[src/design/mch_pkg.sv]
package mch_pkg;

   localparam int CordicStepsDefault = 16;
   localparam int TableLen           = 24;
   localparam int AngW               = 26;   // Q.16 degrees, +-270 deg fits
   localparam int CrdW               = 27;   // CORDIC x/y working width

   typedef enum logic [2:0] {
      CSR_AXIS_SCALE = 3'd0,
      CSR_AXIS_BIAS  = 3'd1,
      CSR_IRON_ROW_X = 3'd2,
      CSR_IRON_ROW_Y = 3'd3,
      CSR_IRON_ROW_Z = 3'd4,
      CSR_DECL       = 3'd5
   } csr_index_type;

   // one CORDIC cell's travelling context
   typedef struct packed {
      logic                   vld;
      logic signed [CrdW-1:0] x;
      logic signed [CrdW-1:0] y;
      logic signed [AngW-1:0] ang;
      logic                   zero;
      logic                   neg;
      logic signed [23:0]     cx;
      logic signed [23:0]     cy;
      logic signed [23:0]     cz;
   } cell_type;

   // rounded arctangent in Q.16 degrees
   function automatic logic signed [AngW-1:0] atan_q16(input int i);
      logic signed [AngW-1:0] v;
      case (i)
         0: v = 26'sd2949120;  1: v = 26'sd1740967;  2: v = 26'sd919879;
         3: v = 26'sd466945;   4: v = 26'sd234379;   5: v = 26'sd117304;
         6: v = 26'sd58666;    7: v = 26'sd29335;    8: v = 26'sd14668;
         9: v = 26'sd7334;    10: v = 26'sd3667;    11: v = 26'sd1833;
        12: v = 26'sd917;     13: v = 26'sd458;     14: v = 26'sd229;
        15: v = 26'sd115;     16: v = 26'sd57;      17: v = 26'sd29;
        18: v = 26'sd14;      19: v = 26'sd7;       20: v = 26'sd4;
        21: v = 26'sd2;       22: v = 26'sd1;
         default: v = '0;
      endcase
      return v;
   endfunction

endpackage

[src/design/mch_cordic_cell.sv]
module mch_cordic_cell import mch_pkg::*; #(
   parameter int STEP = 0
) (
   input  logic     clock,
   input  logic     reset,
   input  logic     advance,
   input  cell_type cell_in,
   output cell_type cell_out
);

   cell_type               cell_ff;
   cell_type               cell_in_w;
   logic signed [CrdW-1:0] dx;
   logic signed [CrdW-1:0] dy;

   // arithmetic shift is a floor shift
   always_comb begin
      dx        = cell_in.y >>> STEP;
      dy        = cell_in.x >>> STEP;
      cell_in_w = cell_in;
      if (cell_in.y > 0) begin
         cell_in_w.x   = cell_in.x + dx;
         cell_in_w.y   = cell_in.y - dy;
         cell_in_w.ang = cell_in.ang + atan_q16(STEP);
      end else begin
         cell_in_w.x   = cell_in.x - dx;
         cell_in_w.y   = cell_in.y + dy;
         cell_in_w.ang = cell_in.ang - atan_q16(STEP);
      end
   end

   always_ff @(posedge clock) begin
      if (reset) begin
         cell_ff.vld <= 1'b0;
      end else if (advance) begin
         cell_ff <= cell_in_w;
      end
   end

   assign cell_out = cell_ff;

endmodule

[config.mk]
export PLATFORM = sky130hd
export DESIGN_NAME = mch_cordic_cell
export DESIGN_NICKNAME = d
export VERILOG_FILES = /design/src/design/mch_pkg.sv /design/src/design/mch_cordic_cell.sv
export SDC_FILE = /design/constraint.sdc
export NUM_CORES = 1
export LEC_CHECK = 0
export BUFFER_PORTS_ARGS = -buffer_cell sky130_fd_sc_hd__buf_2
export CORE_MARGIN = 3
export CORE_UTILIZATION = 43
export DETAILED_ROUTE_END_ITERATION = 7
export PLACE_DENSITY = 0.75
export SLEW_MARGIN = 20
export SYNTH_ARGS = -nofsm -noshare
export SYNTH_HDL_FRONTEND = slang
export SYNTH_SLANG_ARGS = --single-unit
[constraint.sdc]
create_clock -name clock -period 12.3 [get_ports clock]
set_clock_uncertainty 0.15 [all_clocks]
set_input_delay 1.23 -clock clock [delete_from_list [all_inputs] [get_ports clock]]
set_output_delay 1.23 -clock clock [all_outputs]
set_load 0.005 [all_outputs]
Word-level counts from Yosys, hierarchy flattened. Cells that the tools add are included.

Add/sub/neg operators: 5. Multipliers: 0. Divide/modulo/power cells: 0. Order comparisons: 1. Equality and inequality tests: 0. Shift-type cells: 0. Mux-type cells: 1. Bitwise operators: 1. Reductions and logical operators: 1.

Operators by type and width (number): 80-bit two-way mux (1); 27-bit subtractor (2); 27-bit adder (1); 27-bit by 1-bit greater-than comparator with 1-bit output (second input constant) (1); 26-bit by 23-bit adder with 26-bit output (second input constant) (1); 26-bit by 23-bit subtractor with 26-bit output (second input constant) (1); 2-bit AND reduction (1); 1-bit NOT (1).

Register bits: 155. Bits in latches: 0. Bits in writable memories: 0. ROM bits: 0. Bits of input ports: 158. Output and inout bits: 155. Logic and storage cells: 18. Memories kept: 0.

Longest topological paths before layout.
Word-level depth: 2. Mapped depth: 16. Gate-level depth less buffers: 14.

Worst setup path after synthesis. Ideal clock, no wire load.

Path kind: input-to-reg. From: input reset. To: register cell_ff (netlist bit cell_out[0]), enable pin. Library setup time: 688 ps. Data arrival time: 8012 ps. Data required time: 11462 ps. Slack: 3449 ps. Stages: 1. Path buffers: 0. Cell sequence: nor2b_1.

Word-level cells in the longest chain between the ends: 2.

Ends and longest elaborated chain: start: declaration (RTL line mch_cordic_cell.sv:5) `input logic reset,`; 1-bit NOT (no line); 2-bit AND reduction (no line); end signal: assignment (RTL line mch_cordic_cell.sv:36) `cell_ff <= cell_in_w;`; end: declaration (RTL line mch_cordic_cell.sv:11) `cell_type cell_ff;`.

No other way between the ends. A chain may end at the register's enable or synchronous reset.

==> results.md <==
* Status: complete, no violations
* Worst IR Drop VDD at 0.0797 mV
* Die width at 154 um
* PD cells at about 130 nW/um^2
* Synth Warn # at 0
* Hold Violations, Final at 0
* H-tree Lvls at 4
* Largest register FFs at 154
* CTS tree: built
* CP max FO at 63
* Nets at 1,415
* Initial DRC count at 857
* Initial antenna violation count at 4
* Largest net degree at the start of global routing at 86
* Port Buf Inserts at approximately 310
* Vias per cell at ~5.4
* Row Count at 53
* # setup viols final at 0
* Arrival @ worst endpoint at around 5 ns
* Seq cells post-synth at 154
* CP required at about 12 ns
* Max Slew Vio Count at 0
* Seq/Total Area, Yosys at between 40 and 50%
* Commonest non-fill, non-tap cell in the layout: buf_2
* Global-route wire length before repair at between 40,000 and 50,000 um
* Fillers at 1,948
* Post-CTS setup buffers at 0
* Commonest non-fill, non-tap cells in the layout: buf_2, edfxtp_1, a21oi_1, ha_1, inv_1
* Max-slew headroom at 29.1%
* Worst-Margin Slew at 1.06 ns
* GRT overflow at 0
* Hold endpoint: cell_out[154]
* Final worst slack at 7.43 ns
* Cells on worst reg2reg path at 2
* Final weighted congestion in routability-driven placement at 0.973
* Area grow syn2layout at 24.8%
* Synth Area per Inst at 10.9 um^2
* Final TNS setup at 0 ns
* # Max-Cap Violations at 0
* First-pass DRT Iterations at 6
* Routed wire length at 29,300 um
* HPWL Detailed at 23,800 um
* Crit. End Element: register
* Startpoint Class: input pin
* Fin crit period at 4.87 ns
* Initial Util at 44.3%
* Netlist cell types at 74
* Number of global-route vias before repair at 7,330
* Hold Buf Count CTS at 0
* DP Worst Slack at 6.98 ns
* Skew-Pair Late Insertion Delay at 0.40 ns
* Worst R2R End: cell_out[154]
* DR WL/cell at 20.1 um
* Die area at 23,800 um^2
* HP Start: cell_out[154]
* Total power at ~1.5 mW
* Worst min path class: register to register
* Design Area, Final at between 10,000 and 15,000 um^2
* Top_reg_cell synth: edfxtp_1
* Total GRT Usage at 23.4%
* Top Ports at 313
* Post-Syn Instances at 868
* Final period util at roughly two fifths
* Crit Path Category: input pin to register
* CTS Buffer Depth at 2
* Core area at 21,300 um^2
* Leakage at 5.20 nW
* Fmax at around 0.21 GHz
* Post-synth EDFFs at between 150 and 200
* Share of cells above drive strength 1 at 31.3%
* FFs w/ async S/R, synth at 0%
* Routed Antenna Nets at 0
* Post-cts sizing count at 0
* Synth Cell Area at 9440 um^2
* Reg2Reg Setup Slack at 11.54 ns
* RSZ-0062 raised after global routing: false
* Die Span Y at 154 um
* Cell Area, Placed at 11,200 um^2
* TritonCTS Buffers at 17
* # DRC at 0
* CTS Root Cell: clkbuf_16
* Worst hold path depth at 2
* Worst-path clk slew at 0.06 ns
* Via count at 7,905
* Sink Count at between 150 and 200
* Post-Synthesis Net Count at about 1,100
* R2R Path Start: cell_out[154]
[kinds of logic (layout without fill, tap and decap cells)]
group	count (synthesis)	after routing	synth area share (%)
other	0	1	0
buffers and inverters	119	431	5.18
multiplexers	11	11	1.17
XOR/XNOR	58	58	5.38
flip-flops	154	154	48.9
AND/OR/NAND/NOR	184	184	9.68
AO/OA/AOI/OAI	252	252	17.4
adder cells (fa/ha/maj)	90	90	12.3
[worst max path at each step]
stage	end	cells after the start	start
3_3_place_gp	cell_out[99]	16	cell_in[117]
4_1_cts	cell_out[99]	16	cell_in[101]
3_5_place_dp	cell_out[99]	16	cell_in[117]
5_1_grt	cell_out[99]	16	cell_in[117]
6_report	cell_out[99]	16	cell_in[117]
2_1_floorplan	cell_out[0]	1	reset
[Yosys cell counts, types with 10 or more instances]
| cell type | count | area (um^2) |
|---|---|---|
| nand2_1 | 44 | 165 |
| nor4_1 | 10 | 62.6 |
| nor3_1 | 13 | 65.1 |
| clkbuf_1 | 16 | 60.1 |
| o21bai_1 | 18 | 135 |
| o21ai_0 | 40 | 200 |
| a21oi_1 | 95 | 475 |
| buf_2 | 11 | 55.1 |
| nor2_1 | 59 | 221 |
| ha_1 | 86 | 1080 |
| xnor2_1 | 47 | 412 |
| edfxtp_1 | 153 | 4590 |
| inv_1 | 79 | 297 |
| mux2i_1 | 11 | 110 |
| xor2_1 | 11 | 96.3 |
| a21o_1 | 20 | 150 |
[where the power goes]
part           switching [mW]  internal, mW  total, mW  leakage (nW)
Clock                   0.218         0.284      0.502         0.262
Combinational           0.211         0.141      0.352          3.50
Sequential             0.0114         0.638      0.649          1.44
[metrics by stage]
step                instances  hold WS, ns  util, %
CTS                      1455        0.390     55.3
detailed placement       1423        0.372     52.6
global route             1456        0.468     55.3
finish                   1456        0.382     55.3
floorplan                 868        0.335        -
global placement         1423        0.325     52.6
[critical path: stages]
cell      delay, ns
buf_2          0.12
nor4_1         0.63
nand3_1        0.14
nor2_1         0.16
or2_2          0.12
buf_4          0.51
inv_2          0.04
buf_4          0.31
ha_1           0.40
a21oi_1        0.22
o21bai_1       0.09
a21oi_1        0.21
o21ai_0        0.18
a21o_1         0.21
a21oi_1        0.16
xnor2_1        0.10
[cell type report]
| cell class | instances | area, um^2 | area share [%] |
|---|---|---|---|
| antenna | 1 | 2.50 | 0.0213 |
| tap | 275 | 344 | 2.92 |
| clock buffer | 18 | 429 | 3.65 |
| timing repair buffer | 316 | 1590 | 13.5 |
| clock inverter | 14 | 138 | 1.17 |
| sequential | 154 | 4610 | 39.2 |
| multi-input combinational | 595 | 4340 | 36.9 |
| inverter | 83 | 314 | 2.67 |
[per-layer routing]
metal / GRT usage [%] / wire length, um / vias to the layer above
li1: - / - / 3738
met1: 31.9 / 12300 / 3747
met2: 39.1 / 14200 / 375
met3: 4.36 / 2250 / 39
met4: 5.47 / 458 / 6
met5: 0 / 36 / -
Power figures use the tool's default switching activity.
